===== src/hw/rtl/sbsm_pkg.sv =====
// shared types and constants of the serial bank switch mapper
package sbsm_pkg;

  localparam int unsigned DIV_STEPS = 5;
  localparam int unsigned CNT_W     = $clog2(DIV_STEPS + 1);

  localparam logic [4:0] SHIFT_MARKER = 5'h10;
  localparam logic [4:0] PRG_MAX      = 5'd16;
  localparam logic [5:0] CHR_MAX      = 6'd32;
  localparam logic [4:0] PRG_RESET    = 5'd8;
  localparam logic [5:0] CHR_RESET    = 6'd2;
  localparam logic [3:0] PRG_LAST_RST = 4'd7;

  localparam logic CFG_PRG_COUNT = 1'b0;
  localparam logic CFG_CHR_COUNT = 1'b1;

  typedef enum logic [2:0] {
    TGT_NONE    = 3'd0,
    TGT_PATTERN = 3'd1,
    TGT_PROGRAM = 3'd2,
    TGT_SAVE    = 3'd3,
    TGT_REGLOAD = 3'd4
  } target_t;

  typedef enum logic [1:0] {
    PM_SWITCH32_A = 2'd0,
    PM_SWITCH32_B = 2'd1,
    PM_FIX_FIRST  = 2'd2,
    PM_FIX_LAST   = 2'd3
  } prg_mode_t;

  typedef struct packed {
    logic        op;
    logic [15:0] address;
    logic [7:0]  data_in;
  } in_t;

  typedef struct packed {
    logic [2:0]  target;
    logic [17:0] mapped_address;
    logic        write_enable;
    logic [7:0]  write_data;
    logic [1:0]  mirroring;
  } out_t;

  typedef struct packed {
    logic             accept;
    logic             div_clear;
    logic             div_step;
    logic             div_last;
    logic [CNT_W-1:0] bit_sel;
  } cmd_t;

  typedef struct packed {
    logic recompute;
  } sts_t;

endpackage


===== src/hw/rtl/sbsm_ctrl.sv =====
// handshake and sequencing controller of the mapper
module sbsm_ctrl (
  input  logic          clk,
  input  logic          rst,
  input  logic          in_valid,
  output logic          in_ready,
  output logic          out_valid,
  input  logic          out_ready,
  input  sbsm_pkg::sts_t sts,
  output sbsm_pkg::cmd_t cmd
);
  import sbsm_pkg::*;

  typedef enum logic {
    ST_IDLE,
    ST_DIVIDE
  } state_t;

  state_t           state;
  logic [CNT_W-1:0] cnt;
  logic             accept;
  logic             last;

  assign in_ready = (state == ST_IDLE) && (!out_valid || out_ready);
  assign accept   = in_valid && in_ready;
  assign last     = (cnt == CNT_W'(DIV_STEPS - 1));

  always_comb begin
    cmd.accept    = accept;
    cmd.div_clear = accept && sts.recompute;
    cmd.div_step  = (state == ST_DIVIDE);
    cmd.div_last  = (state == ST_DIVIDE) && last;
    cmd.bit_sel   = CNT_W'(DIV_STEPS - 1) - cnt;
  end

  always_ff @(posedge clk) begin
    if (rst) begin
      state     <= ST_IDLE;
      cnt       <= '0;
      out_valid <= 1'b0;
    end else begin
      if (accept) begin
        out_valid <= 1'b1;
      end else if (out_ready) begin
        out_valid <= 1'b0;
      end
      case (state)
        ST_IDLE: begin
          if (accept && sts.recompute) begin
            state <= ST_DIVIDE;
            cnt   <= '0;
          end
        end
        ST_DIVIDE: begin
          if (last) begin
            state <= ST_IDLE;
          end else begin
            cnt <= cnt + 1'b1;
          end
        end
        default: begin
          state <= ST_IDLE;
        end
      endcase
    end
  end

endmodule


===== src/hw/rtl/sbsm_datapath.sv =====
// mapper registers, address translation and bit-serial bank remainder units
module sbsm_datapath (
  input  logic           clk,
  input  logic           rst,
  input  logic           cfg_we,
  input  logic           cfg_index,
  input  logic [5:0]     cfg_data,
  input  sbsm_pkg::in_t  in_data,
  input  sbsm_pkg::cmd_t cmd,
  output sbsm_pkg::sts_t sts,
  output sbsm_pkg::out_t out_data
);
  import sbsm_pkg::*;

  logic [4:0] prg_count;
  logic [5:0] chr_count;
  logic [4:0] serial_shift;
  logic [4:0] control_bits;
  logic [4:0] pattern_bank_low;
  logic [4:0] pattern_bank_high;
  logic [3:0] program_bank;
  logic [3:0] prg_rem0, prg_rem1;
  logic [4:0] chr_rem0, chr_rem1;
  logic [4:0] part [4];

  logic [4:0] serial_shift_next;
  logic [4:0] control_bits_next;
  logic [4:0] pattern_bank_low_next;
  logic [4:0] pattern_bank_high_next;
  logic [3:0] program_bank_next;
  logic       recompute;
  logic [4:0] shifted;
  logic       is_load;
  out_t       res;

  logic [4:0] prg_n;
  logic [5:0] chr_n;
  logic [4:0] dvd [4];
  logic [5:0] dvs [4];
  logic [4:0] part_next [4];
  logic [5:0] trial [4];

  // clamp bank counts
  always_comb begin
    if (prg_count == '0) begin
      prg_n = 5'd1;
    end else if (prg_count > PRG_MAX) begin
      prg_n = PRG_MAX;
    end else begin
      prg_n = prg_count;
    end
    if (chr_count == '0) begin
      chr_n = 6'd1;
    end else if (chr_count > CHR_MAX) begin
      chr_n = CHR_MAX;
    end else begin
      chr_n = chr_count;
    end
  end

  // serial loader
  always_comb begin
    serial_shift_next      = serial_shift;
    control_bits_next      = control_bits;
    pattern_bank_low_next  = pattern_bank_low;
    pattern_bank_high_next = pattern_bank_high;
    program_bank_next      = program_bank;
    recompute              = 1'b0;
    shifted                = {in_data.data_in[0], serial_shift[4:1]};
    is_load                = in_data.op && in_data.address[15];
    if (is_load) begin
      if (in_data.data_in[7]) begin
        serial_shift_next = SHIFT_MARKER;
        control_bits_next = control_bits | 5'h0C;
        recompute         = 1'b1;
      end else if (serial_shift[0]) begin
        serial_shift_next = SHIFT_MARKER;
        recompute         = 1'b1;
        case (in_data.address[14:13])
          2'd0:    control_bits_next      = shifted;
          2'd1:    pattern_bank_low_next  = shifted;
          2'd2:    pattern_bank_high_next = shifted;
          default: program_bank_next      = shifted[3:0];
        endcase
      end else begin
        serial_shift_next = shifted;
      end
    end
  end

  assign sts.recompute = recompute;

  // translation
  always_comb begin
    res                = '0;
    res.mirroring      = control_bits_next[1:0];
    if (in_data.address[15:13] == 3'd0) begin
      res.target         = TGT_PATTERN;
      res.mapped_address = in_data.address[12] ? {1'b0, chr_rem1, in_data.address[11:0]}
                                               : {1'b0, chr_rem0, in_data.address[11:0]};
      res.write_enable   = in_data.op;
    end else if (in_data.address[15]) begin
      if (in_data.op) begin
        res.target = TGT_REGLOAD;
      end else begin
        res.target         = TGT_PROGRAM;
        res.mapped_address = in_data.address[14] ? {prg_rem1, in_data.address[13:0]}
                                                 : {prg_rem0, in_data.address[13:0]};
      end
    end else if (in_data.address[14:13] == 2'd3) begin
      res.target         = TGT_SAVE;
      res.mapped_address = {5'd0, in_data.address[12:0]};
      res.write_enable   = in_data.op;
    end
    res.write_data = res.write_enable ? in_data.data_in : 8'd0;
  end

  // bank indices to reduce
  always_comb begin
    case (prg_mode_t'(control_bits[3:2]))
      PM_FIX_FIRST: begin
        dvd[0] = 5'd0;
        dvd[1] = {1'b0, program_bank};
      end
      PM_FIX_LAST: begin
        dvd[0] = {1'b0, program_bank};
        dvd[1] = {1'b0, 4'(prg_n - 5'd1)};
      end
      default: begin
        dvd[0] = {1'b0, program_bank[3:1], 1'b0};
        dvd[1] = {1'b0, program_bank[3:1], 1'b1};
      end
    endcase
    if (control_bits[4]) begin
      dvd[2] = pattern_bank_low;
      dvd[3] = pattern_bank_high;
    end else begin
      dvd[2] = {pattern_bank_low[4:1], 1'b0};
      dvd[3] = {pattern_bank_low[4:1], 1'b1};
    end
    dvs[0] = {1'b0, prg_n};
    dvs[1] = {1'b0, prg_n};
    dvs[2] = chr_n;
    dvs[3] = chr_n;
  end

  // restoring remainder, one dividend bit a cycle
  always_comb begin
    for (int i = 0; i < 4; i++) begin
      trial[i] = {part[i], dvd[i][cmd.bit_sel]};
      if (trial[i] >= dvs[i]) begin
        part_next[i] = 5'(trial[i] - dvs[i]);
      end else begin
        part_next[i] = trial[i][4:0];
      end
    end
  end

  always_ff @(posedge clk) begin
    if (rst) begin
      prg_count         <= PRG_RESET;
      chr_count         <= CHR_RESET;
      serial_shift      <= SHIFT_MARKER;
      control_bits      <= '0;
      pattern_bank_low  <= '0;
      pattern_bank_high <= '0;
      program_bank      <= '0;
      prg_rem0          <= '0;
      prg_rem1          <= PRG_LAST_RST;
      chr_rem0          <= '0;
      chr_rem1          <= '0;
    end else begin
      if (cfg_we) begin
        if (cfg_index == CFG_PRG_COUNT) begin
          prg_count <= cfg_data[4:0];
        end else begin
          chr_count <= cfg_data;
        end
      end
      if (cmd.accept) begin
        serial_shift      <= serial_shift_next;
        control_bits      <= control_bits_next;
        pattern_bank_low  <= pattern_bank_low_next;
        pattern_bank_high <= pattern_bank_high_next;
        program_bank      <= program_bank_next;
      end
      if (cmd.div_last) begin
        prg_rem0 <= part_next[0][3:0];
        prg_rem1 <= part_next[1][3:0];
        chr_rem0 <= part_next[2];
        chr_rem1 <= part_next[3];
      end
    end
  end

  always_ff @(posedge clk) begin
    if (cmd.accept) begin
      out_data <= res;
    end
    if (cmd.div_clear) begin
      for (int i = 0; i < 4; i++) begin
        part[i] <= '0;
      end
    end else if (cmd.div_step) begin
      for (int i = 0; i < 4; i++) begin
        part[i] <= part_next[i];
      end
    end
  end

endmodule


===== src/hw/rtl/serial_bank_switch_mapper.sv =====
// top level of the serial bank switch mapper
//
// one bus access (op, address, data_in) is taken per input transfer and one
// translated result (target, mapped_address, write enable and data, mirroring)
// is returned per output transfer, in order.
// the result is registered and valid the cycle after the input transfer.
// plain accesses sustain one transfer per cycle while the output is taken.
// a write that completes a register load or resets the loader recomputes the
// four window offsets: each bank index is reduced modulo its bank count by a
// bit-serial remainder unit, one index bit a cycle, and no new access is taken
// until the remainder units have finished.
// counts are written through cfg_we, cfg_index and cfg_data, only while idle, a rule
// for the user that the block does not enforce; a new count takes effect at the next recompute.
// reset returns counts to 8 program and 2 pattern banks, clears the loader and
// bank registers and fixes program window 1 at the last bank.
// while the receiver stalls the result holds and in_ready stays low.
module serial_bank_switch_mapper (
  input  logic           clk,
  input  logic           rst,
  input  logic           in_valid,
  output logic           in_ready,
  input  sbsm_pkg::in_t  in_data,
  output logic           out_valid,
  input  logic           out_ready,
  output sbsm_pkg::out_t out_data,
  input  logic           cfg_we,
  input  logic           cfg_index,
  input  logic [5:0]     cfg_data
);
  import sbsm_pkg::*;

  cmd_t cmd;
  sts_t sts;

  sbsm_ctrl u_ctrl (
    .clk       (clk),
    .rst       (rst),
    .in_valid  (in_valid),
    .in_ready  (in_ready),
    .out_valid (out_valid),
    .out_ready (out_ready),
    .sts       (sts),
    .cmd       (cmd)
  );

  sbsm_datapath u_datapath (
    .clk       (clk),
    .rst       (rst),
    .cfg_we    (cfg_we),
    .cfg_index (cfg_index),
    .cfg_data  (cfg_data),
    .in_data   (in_data),
    .cmd       (cmd),
    .sts       (sts),
    .out_data  (out_data)
  );

  a_ready_room : assert property (@(posedge clk) disable iff (rst)
    in_ready |-> (!out_valid || out_ready))
    else $error("input taken while result is held");

  a_loader_reset_busy : assert property (@(posedge clk) disable iff (rst)
    (in_valid && in_ready && in_data.op && in_data.address[15] && in_data.data_in[7])
      |=> (!in_ready && out_valid && out_data.target == TGT_REGLOAD))
    else $error("loader reset did not start a recompute");

  a_we_target : assert property (@(posedge clk) disable iff (rst)
    (out_valid && out_data.write_enable)
      |-> (out_data.target == TGT_PATTERN || out_data.target == TGT_SAVE))
    else $error("write enable on a non-writable target");

endmodule

===== config.mk =====
export PLATFORM = sky130hd
export DESIGN_NAME = serial_bank_switch_mapper
export DESIGN_NICKNAME = d
export VERILOG_FILES = /design/src/hw/rtl/sbsm_pkg.sv /design/src/hw/rtl/sbsm_ctrl.sv /design/src/hw/rtl/sbsm_datapath.sv /design/src/hw/rtl/serial_bank_switch_mapper.sv
export SDC_FILE = /design/constraint.sdc
export NUM_CORES = 1
export LEC_CHECK = 0
export BUFFER_PORTS_ARGS = -buffer_cell sky130_fd_sc_hd__clkbuf_2
export CELL_PAD_IN_SITES_DETAIL_PLACEMENT = 0
export CELL_PAD_IN_SITES_GLOBAL_PLACEMENT = 1
export CORE_ASPECT_RATIO = 1.2
export CORE_MARGIN = 4
export CORE_UTILIZATION = 42
export DETAILED_ROUTE_END_ITERATION = 7
export PLACE_DENSITY = 0.77
export SLEW_MARGIN = 25
export SYNTH_ARGS = -nofsm -noshare
export SYNTH_HDL_FRONTEND = slang
export SYNTH_SLANG_ARGS = --single-unit

===== constraint.sdc =====
create_clock -name clk -period 5.7 [get_ports clk]
set_input_delay 0.285 -clock clk [delete_from_list [all_inputs] [get_ports clk]]
set_output_delay 0.285 -clock clk [all_outputs]
set_load 0.01 [all_outputs]

==> impl_results.html <==
<table>
<tr><th>Metric</th><th>Value</th></tr>
<tr><th colspan="2">Setup path</th></tr>
<tr><td>Critical Path Start</td><td>u_ctrl.cnt[0]$_SDFFE_PP0P_</td></tr>
<tr><td>Critical register-to-register path endpoint</td><td>u_datapath.prg_rem1[3]$_SDFFE_PP0P_</td></tr>
<tr><td>Startpoint kind of the worst setup timing path</td><td>flop</td></tr>
<tr><td>Setup crit end</td><td>u_datapath.prg_rem1[3]$_SDFFE_PP0P_</td></tr>
<tr><td>Sort of element at the end of the critical path</td><td>flop</td></tr>
<tr><td>Register-to-register setup slack</td><td>1620 ps</td></tr>
<tr><td>Cells on worst reg2reg path</td><td>15</td></tr>
<tr><td>Startpoint of the most critical register-to-register path</td><td>u_ctrl.cnt[0]$_SDFFE_PP0P_</td></tr>
<tr><td>Critical Path AT</td><td>4340 ps</td></tr>
<tr><td>Data required time at the worst endpoint</td><td>5960 ps</td></tr>
<tr><td>Worst-path maximum fanout</td><td>17</td></tr>
<tr><td>Type of the worst setup path</td><td>reg -&gt; reg</td></tr>
<tr><th colspan="2">Final layout</th></tr>
<tr><td>Ant diodes</td><td>0</td></tr>
<tr><td>Proportion of layout cells with a drive suffix above 1</td><td>17.10%</td></tr>
<tr><td>Design Area, Final</td><td>6432 um2</td></tr>
<tr><td>Layout Nets</td><td>682</td></tr>
<tr><td>Layout area overhead</td><td>14.19%</td></tr>
<tr><th colspan="2">Worst hold path</th></tr>
<tr><td>Worst Min Path Start</td><td>cfg_data[3]</td></tr>
<tr><td>Type of the most critical hold path</td><td>in -&gt; reg</td></tr>
<tr><th colspan="2">Logic synthesis</th></tr>
<tr><td>Share of the synthesized area in the top cell type</td><td>27.72%</td></tr>
<tr><td>Number of flops mapped to enable cells by yosys</td><td>52</td></tr>
<tr><td>Area of the mapped netlist</td><td>5633 um2</td></tr>
<tr><td>Synthesized netlist net count</td><td>624</td></tr>
<tr><td>Avg Synthesized Cell Area</td><td>10.11 um2</td></tr>
<tr><td>Register area share after synthesis</td><td>48.33%</td></tr>
<tr><td>Number of storage elements in the synthesis netlist</td><td>110</td></tr>
<tr><td>Yosys cell types</td><td>62</td></tr>
<tr><td>Ys async rst share</td><td>0%</td></tr>
<tr><td>Top post-synthesis cells by area</td><td>sky130_fd_sc_hd__edfxtp_1 28%, sky130_fd_sc_hd__dfxtp_1 21%, sky130_fd_sc_hd__mux2i_1 6.9%</td></tr>
<tr><td>Flip-flop cell with the highest count after synthesis</td><td>sky130_fd_sc_hd__dfxtp_1</td></tr>
<tr><td>Number of cells produced by synthesis</td><td>557</td></tr>
<tr><td>Biggest area consumer among synthesized cells</td><td>sky130_fd_sc_hd__edfxtp_1</td></tr>
<tr><td>Synth warn</td><td>0</td></tr>
<tr><th colspan="2">Floorplan</th></tr>
<tr><td>Die Span Y</td><td>134.9 um</td></tr>
<tr><td>Area of the core region</td><td>13180 um2</td></tr>
<tr><td>Die area</td><td>15340 um2</td></tr>
<tr><td>FP Rows</td><td>46</td></tr>
<tr><td>I/O pin count</td><td>71</td></tr>
<tr><td>Initial standard-cell utilization of the core</td><td>42.74%</td></tr>
<tr><td>Die width</td><td>113.7 um</td></tr>
<tr><th colspan="2">Clock network</th></tr>
<tr><td>Master cell of the clock root buffer</td><td>sky130_fd_sc_hd__clkbuf_16</td></tr>
<tr><td>Num CTS Buffers</td><td>9</td></tr>
<tr><td>Clock latency at the later pin of the worst-skew pair</td><td>350 ps</td></tr>
<tr><td>Hold_buf cts</td><td>0</td></tr>
<tr><td>Register clock-pin slew on the reported worst setup and hold paths</td><td>80 ps</td></tr>
<tr><td>Clock tree from TritonCTS</td><td>built</td></tr>
<tr><td>Total setup buffers inserted after CTS</td><td>0</td></tr>
<tr><td>Sink count of the clock tree</td><td>110</td></tr>
<tr><td>Post-CTS Resized</td><td>0</td></tr>
<tr><td>Maximum buffer depth of the clock tree</td><td>2</td></tr>
<tr><td>CTS H-tree lvls</td><td>3</td></tr>
<tr><th colspan="2">Routing</th></tr>
<tr><td>Violation count after the first detailed-route iteration</td><td>206</td></tr>
<tr><td>Per-cell routed wire length</td><td>16.55 um</td></tr>
<tr><td>Total wirelength of the detailed-routed design</td><td>13.04 mm</td></tr>
<tr><td>DRC</td><td>0</td></tr>
<tr><td>Via total after detailed routing</td><td>4279</td></tr>
<tr><td>Remaining antenna violation count</td><td>0</td></tr>
<tr><td>Detailed-routing iteration count for the pre-antenna-repair pass</td><td>6</td></tr>
<tr><td>Vias per cell</td><td>5.430</td></tr>
<tr><th colspan="2">STA</th></tr>
<tr><td>Setup repair after global routing missed its margin</td><td>no</td></tr>
<tr><td>Final setup viols</td><td>0</td></tr>
<tr><td>Final Hold Fails</td><td>0</td></tr>
<tr><td>Final Critical Period</td><td>4083 ps</td></tr>
<tr><td>Max-slew violation total from the final report</td><td>0</td></tr>
<tr><td>Transition time at the pin with the least slew margin</td><td>985.9 ps</td></tr>
<tr><td>Max Fclk</td><td>244.9 MHz</td></tr>
<tr><td>Rel. slew slack</td><td>34.12%</td></tr>
<tr><td>Final clock period utilization by the worst path</td><td>71.63%</td></tr>
<tr><td>Final setup TNS</td><td>0 ps</td></tr>
<tr><td>Skew final</td><td>10.48 ps</td></tr>
<tr><th colspan="2">Global routing</th></tr>
<tr><td>Initial antenna violation count</td><td>0</td></tr>
<tr><td>Total global routing overflow</td><td>0</td></tr>
<tr><td>Number of global-route vias before repair</td><td>4256</td></tr>
<tr><td>Global-route total usage across every layer</td><td>17.19%</td></tr>
<tr><td>Pin count of the biggest net entering global routing</td><td>64</td></tr>
<tr><td>Global-route wire length before repair</td><td>21.09 mm</td></tr>
<tr><th colspan="2">Placed design</th></tr>
<tr><td>Cell Area, Placed</td><td>6108 um2</td></tr>
<tr><td>Detailed-placement wirelength estimate</td><td>9.792 mm</td></tr>
<tr><td>Final weighted congestion in routability-driven placement</td><td>0.7986</td></tr>
<tr><td>Port bufs</td><td>70</td></tr>
<tr><th colspan="2">Pwr</th></tr>
<tr><td>Internal power component</td><td>1.300 mW</td></tr>
<tr><td>Power per cell area</td><td>275.4 nW/um2</td></tr>
<tr><td>Leakage power</td><td>2.623 nW</td></tr>
<tr><td>Switching Share</td><td>26.59%</td></tr>
<tr><td>Clock power frac</td><td>37.9%</td></tr>
<tr><td>Share of total power in sequential cells</td><td>49.1%</td></tr>
<tr><td>VDD IR-drop max</td><td>142.2 uV</td></tr>
<tr><td>Total net switching power</td><td>0.4710 mW</td></tr>
<tr><td>Comb pwr share</td><td>13.0%</td></tr>
<tr><th colspan="2">Outcome</th></tr>
<tr><td>Run status</td><td>complete, no violations</td></tr>
<tr><th colspan="2">Run</th></tr>
<tr><td>Count of max-cap constraint violations</td><td>0</td></tr>
</table>
-- worst max-delay path: stages, from the launching register on --
cell and delay [ps]:
sky130_fd_sc_hd__dfxtp_1 690, sky130_fd_sc_hd__inv_1 230, sky130_fd_sc_hd__ha_1 270, sky130_fd_sc_hd__ha_1 370
sky130_fd_sc_hd__inv_1 100, sky130_fd_sc_hd__o2111ai_1 110, sky130_fd_sc_hd__a21oi_1 80, sky130_fd_sc_hd__nor3_1 320
sky130_fd_sc_hd__ha_1 240, sky130_fd_sc_hd__inv_1 60, sky130_fd_sc_hd__fa_1 400, sky130_fd_sc_hd__a21o_1 180
sky130_fd_sc_hd__a21o_1 220, sky130_fd_sc_hd__a21oi_1 330, sky130_fd_sc_hd__nand2_1 130, sky130_fd_sc_hd__a311oi_1 260
-- cells in the final DEF (no fill, tap or decap), types with 3 or more instances in the layout --
cell type	n
sky130_fd_sc_hd__a211o_1	4
sky130_fd_sc_hd__a211oi_1	11
sky130_fd_sc_hd__a21o_1	3
sky130_fd_sc_hd__a21oi_1	33
sky130_fd_sc_hd__a31oi_1	4
sky130_fd_sc_hd__and2_1	22
sky130_fd_sc_hd__and3_1	11
sky130_fd_sc_hd__clkbuf_16	9
sky130_fd_sc_hd__clkbuf_2	70
sky130_fd_sc_hd__dfxtp_1	58
sky130_fd_sc_hd__edfxtp_1	52
sky130_fd_sc_hd__fa_1	4
sky130_fd_sc_hd__ha_1	26
sky130_fd_sc_hd__inv_1	17
sky130_fd_sc_hd__mux2_2	3
sky130_fd_sc_hd__mux2i_1	39
sky130_fd_sc_hd__nand2_1	38
sky130_fd_sc_hd__nand2b_1	7
sky130_fd_sc_hd__nand3_1	17
sky130_fd_sc_hd__nand3b_1	4
sky130_fd_sc_hd__nor2_1	72
sky130_fd_sc_hd__nor2b_1	11
sky130_fd_sc_hd__nor3_1	7
sky130_fd_sc_hd__nor4_1	4
sky130_fd_sc_hd__o21a_1	11
sky130_fd_sc_hd__o21ai_0	17
sky130_fd_sc_hd__o22ai_1	7
sky130_fd_sc_hd__or2_2	4
sky130_fd_sc_hd__or3_1	3
sky130_fd_sc_hd__xnor2_1	3
sky130_fd_sc_hd__xor2_1	4
-- routing by layer --
metal | GRT usage [%] | vias to the layer above | share of wire (%)
li1 | - | 2138 | -
met1 | 21.95 | 2027 | 44
met2 | 29.01 | 90 | 50
met3 | 3.362 | 24 | 3.9
met4 | 6.012 | 0 | 2.0
met5 | 0 | - | 0
-- state kept, by name (all words and copies together), names as in the netlist --
signal / flops
u_datapath.out_data: 32
u_datapath.part: 20
u_datapath.chr_count: 6
u_datapath.chr_rem0: 5
u_datapath.chr_rem1: 5
u_datapath.control_bits: 5
u_datapath.pattern_bank_high: 5
u_datapath.pattern_bank_low: 5
u_datapath.prg_count: 5
u_datapath.serial_shift: 5
u_datapath.prg_rem0: 4
u_datapath.prg_rem1: 4
u_datapath.program_bank: 4
u_ctrl.cnt: 3
u_ctrl.out_valid: 1
u_ctrl.state: 1
-- worst min-delay path by stage --
stage	cells after the start	endpoint	slack [ps]
finish	2	u_datapath.prg_count[3]$_SDFFE_PP1P_	160
global route	2	u_datapath.prg_count[3]$_SDFFE_PP1P_	160
CTS	2	u_datapath.prg_count[3]$_SDFFE_PP1P_	150
detailed placement	2	u_datapath.chr_count[0]$_SDFFE_PP0P_	460
global placement	2	u_datapath.chr_count[0]$_SDFFE_PP0P_	450
floorplan	1	u_datapath.prg_count[3]$_SDFFE_PP1P_	400
-- cell families after synthesis --
group / after synthesis / share of synthesized area, %
xor gates and xnor gates: 7 / 1.088
DFF: 110 / 48.33
AOI/OAI and AO/OA: 111 / 13.31
and+or+nand+nor: 215 / 19.24
adders and majority gates: 30 / 7.197
buffers and inverters: 41 / 2.910
muxes: 43 / 7.930
-- through the flow --
stage | setup WS [ps] | power, mW | std cells | util, % | hold slack, ps
after floorplan | 2194 | 1.043 | 557 | - | 402.9
after global placement | 1803 | 1.114 | 772 | 46.35 | 454.7
after detailed placement | 1651 | 1.120 | 772 | 46.35 | 459.6
after CTS | 1640 | 1.793 | 788 | 48.80 | 152.1
after global routing | 1289 | 1.855 | 788 | 48.80 | 165.0
final | 1617 | 1.771 | 788 | 48.80 | 159.1
-- cells in the mapped netlist, types with 3 or more instances --
cell and count:
sky130_fd_sc_hd__a211o_1 4, sky130_fd_sc_hd__a211oi_1 11, sky130_fd_sc_hd__a21o_1 3, sky130_fd_sc_hd__a21oi_1 33
sky130_fd_sc_hd__a31oi_1 4, sky130_fd_sc_hd__and2_1 21, sky130_fd_sc_hd__and3_1 11, sky130_fd_sc_hd__clkbuf_1 19
sky130_fd_sc_hd__dfxtp_1 58, sky130_fd_sc_hd__edfxtp_1 52, sky130_fd_sc_hd__fa_1 4, sky130_fd_sc_hd__ha_1 26
sky130_fd_sc_hd__inv_1 17, sky130_fd_sc_hd__mux2_2 3, sky130_fd_sc_hd__mux2i_1 39, sky130_fd_sc_hd__nand2_1 38
sky130_fd_sc_hd__nand2b_1 7, sky130_fd_sc_hd__nand3_1 17, sky130_fd_sc_hd__nand3b_1 4, sky130_fd_sc_hd__nor2_1 73
sky130_fd_sc_hd__nor2b_1 11, sky130_fd_sc_hd__nor3_1 7, sky130_fd_sc_hd__nor4_1 4, sky130_fd_sc_hd__o21a_1 11
sky130_fd_sc_hd__o21ai_0 17, sky130_fd_sc_hd__o22ai_1 7, sky130_fd_sc_hd__or2_2 4, sky130_fd_sc_hd__or3_1 3
sky130_fd_sc_hd__xnor2_1 3, sky130_fd_sc_hd__xor2_1 4
-- power groups by stage --
stage | combinational, mW | sequential, mW | clock [mW]
after global placement | 0.225 | 0.888 | 0
after global routing | 0.256 | 0.874 | 0.725
final | 0.230 | 0.871 | 0.671
after CTS | 0.232 | 0.871 | 0.691
after detailed placement | 0.231 | 0.889 | 0
after floorplan | 0.149 | 0.893 | 0
-- cell type report --
class                      instances  area [um2]
fill                            1224        6748
multi-input combinational        406        2754
sequential                       110        2723
timing repair buffer              71       357.8
clock buffer                       9       225.2
tap                              168       210.2
clock inverter                     7       98.84
inverter                          17       63.81
Power figures use the tool's default switching activity.
